--- config.mk ---
export PLATFORM = sky130hd
export DESIGN_NAME = tcal_pipe_ctrl
export DESIGN_NICKNAME = d
export VERILOG_FILES = /design/src/sv/tcal_pkg.sv /design/src/sv/tcal_pipe_ctrl.sv
export SDC_FILE = /design/constraint.sdc
export NUM_CORES = 1
export LEC_CHECK = 0
export BUFFER_PORTS_ARGS = -buffer_cell sky130_fd_sc_hd__clkbuf_2
export CAP_MARGIN = 30
export CORE_AREA = 2 2 44 46
export DETAILED_ROUTE_END_ITERATION = 10
export DIE_AREA = 0 0 46 48
export PLACE_DENSITY = 0.77
export REMOVE_ABC_BUFFERS = 1
export SLEW_MARGIN = 25
export SYNTH_ARGS = -nofsm -noshare
export SYNTH_HDL_FRONTEND = slang
export SYNTH_SLANG_ARGS = --single-unit
export TNS_END_PERCENT = 1
--- constraint.sdc ---
create_clock -name clock -period 1.99 [get_ports clock]
set_input_delay 0.0995 -clock clock [delete_from_list [all_inputs] [get_ports clock]]
set_output_delay 0.0995 -clock clock [all_outputs]
set_load 0.03 [all_outputs]
--- src/sv/tcal_pkg.sv ---
// ----------------------------------------------------------------------------
// Timestamp to calendar fields: shared package
// Constants, reciprocal multipliers, the month start table and the pipeline
// stage and control types.
// ----------------------------------------------------------------------------
package tcal_pkg;

   localparam int unsigned NUM_STAGES = 17;

   localparam int unsigned REQ_TDATA_W = 48;
   localparam int unsigned RSP_TDATA_W = 56;

   localparam int unsigned MS_PER_SEC = 1000;
   localparam int unsigned SEC_DIV    = 675;
   localparam int unsigned ERA_DAYS   = 146097;
   localparam int unsigned SHIFT_DAYS = 719468 - 25567;
   localparam int unsigned CENT_DAYS  = 36524;
   localparam int unsigned QUAD_DAYS  = 1460;
   localparam int unsigned YEAR_DAYS  = 365;
   localparam int unsigned MP_DIV     = 153;

   // Each is floor(2^s / d), where s is the width of the dividend.
   localparam int unsigned RECIP_1000_HI = 2097;
   localparam int unsigned RECIP_1000_LO = 2147483;
   localparam int unsigned RECIP_675     = 49710;
   localparam int unsigned RECIP_15      = 2184;
   localparam int unsigned RECIP_7       = 18724;
   localparam int unsigned RECIP_60      = 34;
   localparam int unsigned RECIP_1460    = 179;
   localparam int unsigned RECIP_365     = 718;
   localparam int unsigned RECIP_153     = 13;

   localparam logic [8:0] MONTH_START [16] = '{
      9'd0, 9'd31, 9'd61, 9'd92, 9'd122, 9'd153, 9'd184, 9'd214,
      9'd245, 9'd275, 9'd306, 9'd337, 9'd0, 9'd0, 9'd0, 9'd0
   };

   typedef struct packed {
      logic [41:0] ms;
      logic [11:0] qh;
      logic [9:0]  rh;
      logic [20:0] ql;
      logic [31:0] secs;
      logic [9:0]  msec;
      logic [15:0] days;
      logic [16:0] rem;
      logic [19:0] z;
      logic [10:0] tmin;
      logic [13:0] wq;
      logic [2:0]  weekday;
      logic [5:0]  second;
      logic [5:0]  minute;
      logic [4:0]  hour;
      logic [2:0]  era;
      logic [17:0] doe;
      logic [7:0]  a;
      logic [2:0]  b;
      logic        c;
      logic [17:0] t;
      logic [8:0]  yoe;
      logic [8:0]  doy;
      logic [3:0]  mp;
      logic [10:0] year;
      logic [3:0]  month;
      logic [4:0]  day_of_month;
   } stage_type;

   typedef struct packed {
      logic [NUM_STAGES-1:0] load;
      logic [NUM_STAGES-1:0] valid;
   } pipe_ctrl_type;

endpackage

--- src/sv/tcal_pipe_ctrl.sv ---
// ----------------------------------------------------------------------------
// Timestamp to calendar fields: pipeline control
// Per-stage valid bits and load enables. A stage loads when it is empty or
// when the stage after it loads, so bubbles are squeezed out under stall.
// ----------------------------------------------------------------------------
module tcal_pipe_ctrl (
   input  logic                      clock,
   input  logic                      reset,
   input  logic                      in_valid,
   output logic                      in_ready,
   input  logic                      out_ready,
   output tcal_pkg::pipe_ctrl_type   ctrl
);
   import tcal_pkg::*;

   logic [NUM_STAGES-1:0] valid_ff;
   logic [NUM_STAGES-1:0] valid_in;
   logic [NUM_STAGES-1:0] load;

   always_comb begin
      load[NUM_STAGES-1] = !valid_ff[NUM_STAGES-1] || out_ready;
      for (int k = NUM_STAGES - 2; k >= 0; k--) begin
         load[k] = !valid_ff[k] || load[k+1];
      end
   end

   assign valid_in   = {valid_ff[NUM_STAGES-2:0], in_valid};
   assign in_ready   = load[0];
   assign ctrl.load  = load;
   assign ctrl.valid = valid_ff;

   always_ff @(posedge clock) begin
      if (reset) begin
         valid_ff <= '0;
      end else begin
         for (int k = 0; k < NUM_STAGES; k++) begin
            if (load[k]) begin
               valid_ff[k] <= valid_in[k];
            end
         end
      end
   end

endmodule

Word-level counts from Yosys, hierarchy flattened
Index checks and enable logic that the tools add are counted.
{"block": "word_totals", "regBits": 17, "output_inout_bits": 35, "inputBits": 4, "word_cells": 51}
{"block": "classes", "n_reduce_logical": 34}
{"cell": "1-bit zero test", "count": 17}
{"cell": "1-bit logical OR", "count": 17}

Logic depth before layout (Yosys ltp)
Gate-level depths: netlist of run 1.
{"block": "depth", "word_depth": 18, "depth_mapped": 5, "ltp_nobuf": 4}

Worst setup path before layout of run 1
OpenSTA, ideal clock, no wires.
{"block": "synth_path", "kind": "register to output", "start": "register valid_ff[13]", "end": "output ctrl[21] (netlist bit)", "arrival_ps": 1730, "setup_slack_ps": 161, "t_required_ps": 1891, "path_buffers": 0, "path_stages_with_launch": 4, "path_cell_list": "dfxtp_1 -> and4_4 -> nand4_1 -> or2_2"}
{"item": "start, declared", "line": "tcal_pipe_ctrl.sv:16", "text": "logic [NUM_STAGES-1:0] valid_ff;"}
{"item": "start signal, assigned by index", "line": "tcal_pipe_ctrl.sv:38", "text": "valid_ff[k] <= valid_in[k];"}
{"item": "end, declared", "line": "tcal_pipe_ctrl.sv:12", "text": "output tcal_pkg::pipe_ctrl_type ctrl"}

==> flow_metrics.env, run 1 <==
export IMPL_wl_per_cell_um=12.23
export IMPL_hold_path_class="input pin to flop"
export IMPL_start_kind="flop"
export IMPL_end_kind="primary output"
export IMPL_worstMarginPinSlew_ns=0.3942
export IMPL_netlist_instances=90
export IMPL_cts_buffers_inserted=3
export IMPL_ys_ff_latch=17
export IMPL_slowest_delay_ns=0.39
export IMPL_routed_wl_um=1786
export IMPL_io_pins=39
export IMPL_place_ws_ns=0.3919
export IMPL_clock_latency_ns=0.28
export IMPL_drtIter0Drc=9
export IMPL_cp_top_family="simple AND/OR/NAND/NOR gates"
export IMPL_diodes=0
export IMPL_cts_max_level=1
export IMPL_clockBufferDepth=2
export IMPL_largestRegisters="valid_ff: 17 flops"
export IMPL_max_cap_violations=0
export IMPL_min_period_ns=1.905
export IMPL_avgSynthCellArea_um2=8.286
export IMPL_ant_nets=0
export IMPL_cp_max_fo=7
export IMPL_crit_chain="and4b_1 -> and3_1 -> inv_4 -> or3_1 -> clkbuf_2"
export IMPL_arrival_ns=1.81
export IMPL_grt_start_max_net_pins=23
export IMPL_hold_viol_final=0
export IMPL_skew_ns=0.0005679
export IMPL_port_buffers=38
export IMPL_setup_viol=0
export IMPL_synthToLayoutAreaGrowth_pct=30.20
export IMPL_rr_worst_depth=4
export IMPL_grt_use_total_pct=16.58
export IMPL_rows=15
export IMPL_die_y_um=48
export IMPL_core_mm2=0.001689
export IMPL_largest_reg_flops=17
export IMPL_grt_ovfl_total=0
export IMPL_cts_root_buffer="clkbuf_4"
export IMPL_final_max_slew_viol_count=0
export IMPL_yosysUniqueCellTypes=24
export IMPL_post_route_period_util_pct=95.72
export IMPL_path_buf_inv=2
export IMPL_viasPerCell=5.205
export IMPL_start_util_pct=44.15
export IMPL_pwr_density_cell_mw_per_mm2=566.3
export IMPL_regMostFlops="valid_ff"
export IMPL_vias=760
export IMPL_setup_slack_ns=0.08519
export IMPL_grt_pass1_wl_um=2601
export IMPL_crit_required_ns=1.89
export IMPL_syn_area_um2=745.7
export IMPL_cpMaxStageDelayCell="dfxtp_1"
export IMPL_fill_cells=169
export IMPL_ir_drop_mv=0.4153
export IMPL_setup_tns_final_ns=0
export IMPL_cts_sinks=17
export IMPL_yosysSeqAreaShare_pct=45.64
export IMPL_drive_gt1_share_pct=37.21
export IMPL_cts_setup_buffers=0
export IMPL_hold_depth=3
export IMPL_drc_errors=0
export IMPL_grt_pass1_vias=642
export IMPL_p_leak_nw=0.4207
export IMPL_outcome="complete, no violations"
export IMPL_rsz0062_at_grt="false"
export IMPL_cp_depth=5
export IMPL_die_x_um=46
export IMPL_cts_tree="built"
export IMPL_criticalPathCategory="flop to primary output"
export IMPL_dr_pass1_iters=5
export IMPL_max_freq_mhz=525.0
export IMPL_max_slew_margin_pct=73.72
export IMPL_yosys_warnings=0
export IMPL_fp_dieArea_mm2=0.002208
export IMPL_nets=134
export IMPL_antenna_found_initial=0
export IMPL_gp_congestion=0.8619
export IMPL_dp_hpwl_um=1390
export IMPL_clkTransAtPathRegs_ns=0.09
-- cells in the final DEF, fill, tap and decap left out --
cell	netlist	final
buf_4	1	2
nor2_1	6	6
nand4_1	5	5
nand2_1	6	6
o22ai_1	3	3
dfxtp_2	0	2
inv_4	1	1
or3_1	1	1
nand3b_1	2	2
nand2b_1	3	3
dfxtp_1	17	15
nor2b_1	1	1
o32ai_1	1	1
clkbuf_4	0	3
clkbuf_1	3	1
and4_1	3	3
and4b_1	2	2
or2_2	1	1
o41ai_1	1	1
clkbuf_2	0	38
and3_1	4	4
inv_1	13	13
a21oi_1	9	9
o31ai_1	1	1
and4_4	1	1
nand3_1	4	4
-- final timing paths --
| path | from | to | slack, ns |
|---|---|---|---|
| worst max-delay path | valid_ff[11] | ctrl[23] | 0.09 |
| worst min-delay path | in_valid | valid_ff[0] | 0.05 |
| worst max register to register | valid_ff[11] | valid_ff[6] | 0.65 |
| worst min register to register | valid_ff[10] | valid_ff[11] | 0.50 |
-- routing by layer --
layer	routed length (um)	global-route usage, %	part of all wire (%)	vias to the layer above
li1	-	-	-	392
met2	952	30.00	53	18
met3	50	2.264	2.8	2
met4	19	8.571	1.1	0
met5	0	0	0	-
met1	763	18.91	43	348
-- timing repair --
item / in CTS / in global routing
setup endpoints to repair: 0 / 1
hold buffers: 0 / 0
gates resized for setup: 0 / 2
-- cell usage after synthesis, drive strengths merged --
master  instances  area share [%]
or3             1            0.84
or2             1            0.84
nand3           4             2.7
inv            14             7.4
nand3b          2             2.0
o41ai           1             1.2
nand2           6             3.0
clkbuf          3             1.5
nor2b           1            0.84
dfxtp          17              46
and3            4             3.4
o32ai           1             1.2
nand4           5             4.2
o31ai           1             1.0
and4b           2             2.7
a21oi           9             6.0
nand2b          3             2.5
buf             2             2.5
nor2            6             3.0
o22ai           3             2.5
and4            4             5.0
-- cell families after synthesis --
group | Yosys count | synth area share [%]
and+or+nand+nor | 39 | 31.04
buffers and inverters | 19 | 11.41
DFF | 17 | 45.64
AOI/OAI and AO/OA | 15 | 11.91
-- worst min-delay path: stages --
cell      delay (ns)
clkbuf_2        0.08
inv_1           0.04
o22ai_1         0.07
-- through the flow --
| step | hold slack, ns | instance area (um2) | util, % | cells | total power, mW |
|---|---|---|---|---|---|
| floorplan | 0.1686 | 715.7 | - | 85 | 0.3658 |
| global placement | 0.3426 | 942.2 | 55.78 | 142 | 0.3784 |
| detailed placement | 0.3573 | 942.2 | 55.78 | 142 | 0.3791 |
| CTS | 0.05104 | 968.4 | 57.33 | 146 | 0.5556 |
| global route | 0.04664 | 970.9 | 57.48 | 146 | 0.5753 |
| finish | 0.05311 | 970.9 | 57.48 | 146 | 0.5499 |
-- final cells by class --
class | instances | area [um2] | share of cell area [%]
clock buffer | 4 | 26.28 | 2.706
sequential | 17 | 342.8 | 35.31
timing repair buffer | 40 | 205.2 | 21.13
inverter | 14 | 55.05 | 5.670
tap | 17 | 21.27 | 2.191
multi-input combinational | 54 | 320.3 | 32.99
-- where the power goes --
| group | leakage [nW] | switching, mW | internal, mW |
|---|---|---|---|
| Sequential | 0.139 | 0.00356 | 0.343 |
| Combinational | 0.267 | 0.0163 | 0.00795 |
| Clock | 0.0150 | 0.101 | 0.0777 |
No activity file was read; power rests on OpenSTA's default activity.
==> inputs of run 2 (changes only) <==
--- a/config.mk
+++ b/config.mk
@@ -7,10 +7,11 @@
 export LEC_CHECK = 0
 export BUFFER_PORTS_ARGS = -buffer_cell sky130_fd_sc_hd__clkbuf_2
 export CAP_MARGIN = 30
-export CORE_AREA = 2 2 44 46
+export CORE_AREA = 2 2 45 47
+export CTS_CLUSTER_DIAMETER = 100
 export DETAILED_ROUTE_END_ITERATION = 10
-export DIE_AREA = 0 0 46 48
-export PLACE_DENSITY = 0.77
+export DIE_AREA = 0 0 47 49
+export PLACE_DENSITY = 0.74
 export REMOVE_ABC_BUFFERS = 1
 export SLEW_MARGIN = 25
 export SYNTH_ARGS = -nofsm -noshare
==> run 2 against run 1 <==
Sequential share of layout area decreased by 0.31 points. Sequential cell count unchanged. Via count is 1.3% higher. Clock power is essentially flat. Highest routed layer unchanged.
==> flow_metrics.env, run 2 (synthesized netlist as in run 1, its figures left out) <==
export IMPL_criticalPathCategory="flop to primary output"
export IMPL_drive_gt1_share_pct=36.72
export IMPL_end_kind="primary output"
export IMPL_port_buffers=38
export IMPL_grt_use_total_pct=16.85
export IMPL_dp_hpwl_um=1434
export IMPL_power_mw=0.5470
export IMPL_hp_start="in_valid"
export IMPL_arrival_ns=1.78
export IMPL_drtIter0Drc=16
export IMPL_start_util_pct=40.49
export IMPL_rsz0062_at_grt="false"
export IMPL_wl_per_cell_um=11.57
export IMPL_grt_pass1_vias=670
export IMPL_regMostFlops="valid_ff"
export IMPL_grt_pass1_wl_um=2870
export IMPL_viasPerCell=4.968
export IMPL_post_route_period_util_pct=94.44
export IMPL_gp_congestion=0.8234
export IMPL_max_cap_violations=0
export IMPL_cts_sinks=17
export IMPL_clock_latency_ns=0.28
export IMPL_ir_drop_mv=0.3861
export IMPL_final_core_util_pct=52.99
export IMPL_cts_tree="built"
export IMPL_setup_tns_final_ns=0
export IMPL_antenna_found_initial=0
export IMPL_hold_slack_ns=0.05013
export IMPL_vias=770
export IMPL_grt_start_max_net_pins=23
export IMPL_setup_viol=0
export IMPL_p_leak_nw=0.4141
export IMPL_min_period_ns=1.879
export IMPL_r2r_start="valid_ff[12]"
export IMPL_layout_commonest_cell="clkbuf_2"
export IMPL_diodes=0
export IMPL_synthToLayoutAreaGrowth_pct=30.87
export IMPL_hold_end="valid_ff[0]"
export IMPL_rr_worst_depth=4
export IMPL_max_freq_mhz=532.1
export IMPL_largestRegisters="valid_ff: 17 flops"
export IMPL_fp_dieArea_mm2=0.002303
export IMPL_pwr_density_cell_mw_per_mm2=560.5
export IMPL_hold_path_class="input pin to flop"
export IMPL_cts_root_buffer="clkbuf_4"
export IMPL_grt_ovfl_total=0
export IMPL_setup_slack_ns=0.1106
export IMPL_hold_depth=3
export IMPL_die_x_um=47
export IMPL_dr_pass1_iters=4
export IMPL_ff2ff_setup_slack_ns=0.67
export IMPL_cts_setup_buffers=0
export IMPL_skew_ns=0.001171
export IMPL_r2r_end="valid_ff[6]"
export IMPL_die_y_um=49
export IMPL_routed_wl_um=1794
export IMPL_largest_reg_flops=17
export IMPL_mostFrequentLayoutCells="clkbuf_2, dfxtp_1, inv_1"
export IMPL_final_max_slew_viol_count=0
export IMPL_cp_max_fo=7
export IMPL_clkTransAtPathRegs_ns=0.09
export IMPL_ant_nets=0
export IMPL_place_ws_ns=0.3885
export IMPL_hold_viol_final=0
export IMPL_crit_required_ns=1.89
export IMPL_cts_buffers_inserted=3
export IMPL_rows=16
export IMPL_core_mm2=0.001842
export IMPL_io_pins=39
export IMPL_start_kind="flop"
export IMPL_nets=133
export IMPL_cts_max_level=1
export IMPL_fill_cells=200
export IMPL_outcome="complete, no violations"
export IMPL_cts_hold_buf=0
export IMPL_max_slew_margin_pct=74.91
export IMPL_clockBufferDepth=2
export IMPL_drc_errors=0
export IMPL_worstMarginPinSlew_ns=0.3763
[run 2: cell count changes in the layout (fill, tap and decap cells not counted)]
| cell | delta |
|---|---|
| and4b_1 | -1 |
| dfxtp_1 | +1 |
| and4b_2 | +1 |
| dfxtp_2 | -1 |
| buf_4 | -1 |
[run 2: how the worst max path moves through the flow]
stage / end / slack, ns / start
3_5_place_dp: ctrl[23] / 0.39 / valid_ff[13]
4_1_cts: ctrl[23] / 0.07 / valid_ff[13]
5_1_grt: ctrl[23] / 0.002 / valid_ff[15]
3_3_place_gp: ctrl[23] / 0.42 / valid_ff[13]
6_report: ctrl[23] / 0.11 / valid_ff[12]
2_1_floorplan: ctrl[23] / 0.11 / valid_ff[13]
[run 2: per-layer routing]
metal | part of all wire (%) | global-route usage, %
met2 | 53 | 28.31
met4 | 2.1 | 8.796
met3 | 4.1 | 1.111
met1 | 40 | 20.41
met5 | 0 | 0
[run 2: through the flow]
stage | area (um2) | instances
detailed placement | 947.2 | 151
CTS | 973.4 | 155
global route | 975.9 | 155
floorplan | 715.7 | 85
finish | 975.9 | 155
global placement | 947.2 | 151
[run 2: worst max-delay path, cell delays in order, from the launching register on]
cell and delay [ns]:
dfxtp_1 0.41, and4_4 0.27, and3_1 0.23, inv_4 0.06, or3_1 0.33, clkbuf_2 0.19
[run 2: final cells by class]
cell class	instances	area [um2]	share of cell area, %
Inverter	14	55.05	5.641
Clock buffer	4	26.28	2.692
Multi-Input combinational cell	54	321.6	32.95
Timing Repair Buffer	39	197.7	20.26
Sequential cell	17	341.6	35.00
Tap cell	27	33.78	3.462
[run 2: repair_timing]
item | 4_1_cts | 5_1_grt
gates resized for setup | 0 | 2
hold endpoints to repair | 0 | 0
setup endpoints to repair | 0 | 1
[run 2: power breakdown]
part	total, mW	internal [mW]	switching, mW
logic	0.0239	0.00792	0.0160
registers	0.347	0.343	0.00351
clock network	0.176	0.0777	0.0987
==> inputs of run 3 (changes only) <==
--- a/config.mk
+++ b/config.mk
@@ -7,11 +7,11 @@
 export LEC_CHECK = 0
 export BUFFER_PORTS_ARGS = -buffer_cell sky130_fd_sc_hd__clkbuf_2
 export CAP_MARGIN = 30
-export CORE_AREA = 2 2 45 47
+export CORE_AREA = 2 2 48 50
 export CTS_CLUSTER_DIAMETER = 100
 export DETAILED_ROUTE_END_ITERATION = 10
-export DIE_AREA = 0 0 47 49
-export PLACE_DENSITY = 0.74
+export DIE_AREA = 0 0 50 52
+export PLACE_DENSITY = 0.69
 export REMOVE_ABC_BUFFERS = 1
 export SLEW_MARGIN = 25
 export SYNTH_ARGS = -nofsm -noshare
==> constraint.sdc (replaced) <==
create_clock -name clock -period 1.7 [get_ports clock]
set_input_delay 0.51 -clock clock [delete_from_list [all_inputs] [get_ports clock]]
set_output_delay 0.51 -clock clock [all_outputs]
set_load 0.03 [all_outputs]
==> run 3 against run 2 <==
The flow now finishes with violations (setup timing). Clock skew hardly changed. Worst hold slack gained 0.43 ns. Sequential share of layout area shrank 7.8 points. Critical endpoint unchanged. Core utilization rose by 7.9 points. Critical path depth increased by 1. Die area increased by 13%. Power rose by 19%. Highest routed layer unchanged.
==> flow_metrics.env, run 3 (synthesized netlist as in run 1, its figures left out) <==
export IMPL_clkTransAtPathRegs_ns=0.10
export IMPL_port_buffers=38
export IMPL_cts_root_buffer="clkbuf_4"
export IMPL_setup_slack_ns=-0.3941
export IMPL_die_y_um=52
export IMPL_antenna_found_initial=0
export IMPL_max_slew_margin_pct=72.72
export IMPL_hold_depth=3
export IMPL_final_core_util_pct=60.90
export IMPL_m1WireLength_um=964
export IMPL_end_kind="primary output"
export IMPL_drtIter0Drc=15
export IMPL_cts_max_level=1
export IMPL_start_kind="input pin"
export IMPL_rows=17
export IMPL_hold_viol_final=0
export IMPL_grt_pass1_wl_um=3194
export IMPL_dr_pass1_iters=4
export IMPL_min_period_ns=2.094
export IMPL_cts_sinks=17
export IMPL_fill_cells=177
export IMPL_pwr_density_cell_mw_per_mm2=508.9
export IMPL_fp_dieArea_mm2=0.002600
export IMPL_highest_layer="met4"
export IMPL_outcome="finished with violations"
export IMPL_placed_area_mm2=0.001091
export IMPL_core_mm2=0.002106
export IMPL_wl_per_cell_um=12.00
export IMPL_power_mw=0.6526
export IMPL_ant_nets=0
export IMPL_layout_commonest_cell="buf_4"
export IMPL_rr_worst_depth=5
export IMPL_max_cap_violations=0
export IMPL_wl_met2_um=1058
export IMPL_cp_max_fo=2
export IMPL_finalInstanceArea_mm2=0.001282
export IMPL_arrival_ns=1.58
export IMPL_regMostFlops="valid_ff"
export IMPL_cts_tree="built"
export IMPL_violations="setup timing"
export IMPL_crit_required_ns=1.19
export IMPL_skew_ns=0.001285
export IMPL_grt_use_total_pct=15.86
export IMPL_hold_path_class="input pin to flop"
export IMPL_grt_pass1_vias=766
export IMPL_wl_met3_um=67
export IMPL_routed_wl_um=2112
export IMPL_dp_hpwl_um=1476
export IMPL_max_freq_mhz=477.5
export IMPL_start_util_pct=35.41
export IMPL_post_route_period_util_pct=123.2
export IMPL_ir_drop_mv=0.4525
export IMPL_nets=153
export IMPL_viasPerCell=4.835
export IMPL_clock_latency_ns=0.28
export IMPL_cts_buffers_inserted=3
export IMPL_rsz0062_at_grt="true"
export IMPL_io_pins=39
export IMPL_diodes=0
export IMPL_largestRegisters="valid_ff: 17 flops"
export IMPL_final_max_slew_viol_count=0
export IMPL_vias=851
export IMPL_setup_viol=16
export IMPL_worstMarginPinSlew_ns=0.4092
export IMPL_mostFrequentLayoutCells="buf_4, clkbuf_2, inv_1"
export IMPL_p_leak_nw=0.5733
export IMPL_die_x_um=50
export IMPL_drive_gt1_share_pct=52.70
export IMPL_synthToLayoutAreaGrowth_pct=71.98
export IMPL_setup_tns_final_ns=-3.951
export IMPL_criticalPathCategory="input pin to primary output"
export IMPL_gp_congestion=0.7781
export IMPL_grt_ovfl_total=0
export IMPL_clockBufferDepth=2
export IMPL_drc_errors=0
export IMPL_largest_reg_flops=17
export IMPL_grt_start_max_net_pins=23
run 3: routing by layer:
metal	GRT usage (%)	vias to the layer above
li1	-	429
met1	18.41	399
met2	28.51	21
met3	2.299	2
met4	7.407	0
met5	0	-
run 3: power by group:
| part | switching (mW) | total (mW) | internal, mW |
|---|---|---|---|
| Sequential | 0.00415 | 0.406 | 0.402 |
| Clock | 0.127 | 0.214 | 0.0873 |
| Combinational | 0.0212 | 0.0323 | 0.0111 |
| Total | 0.153 | 0.653 | 0.500 |
run 3: layout make-up:
class                           count  area (um2)  share of cell area (%)
Clock buffer                        3       22.52                   1.756
Inverter                           14       55.05                   4.293
Clock inverter                      1       5.005                  0.3902
Timing Repair Buffer               59       474.2                   36.98
Multi-Input combinational cell     54       341.6                   26.63
Sequential cell                    17       349.1                   27.22
Tap cell                           28       35.03                   2.732
run 3: critical path, cell delays in order:
cell and delay (ns):
clkbuf_2 0.10, and4b_1 0.26, and3_4 0.21, inv_4 0.03
or3_4 0.33, buf_8 0.14
run 3: repair_timing:
item / 4_1_cts / 5_1_grt
cloned: 0 / 0
setup endpoints to repair: 18 / 18
buffers inserted: 1 / 0
hold buffers: 0 / 0
pin swaps: 2 / 3
gates resized for setup: 33 / 17
run 3: worst paths after layout:
| path | from | to | slack (ns) |
|---|---|---|---|
| worst min-delay path | in_valid | valid_ff[0] | 0.48 |
| worst min register to register | valid_ff[0] | valid_ff[1] | 0.52 |
| worst max-delay path | out_ready | ctrl[23] | -0.39 |
| worst max register to register | valid_ff[11] | valid_ff[6] | 0.41 |
run 3: stage by stage:
step / hold slack (ns) / cells / setup WS [ns]
after floorplan: 0.5716 / 85 / -0.5894
after global placement: 0.4813 / 171 / -0.4610
after detailed placement: 0.4939 / 171 / -0.4756
after CTS: 0.4859 / 176 / -0.4009
after global routing: 0.4740 / 176 / -0.4274
final: 0.4844 / 176 / -0.3941
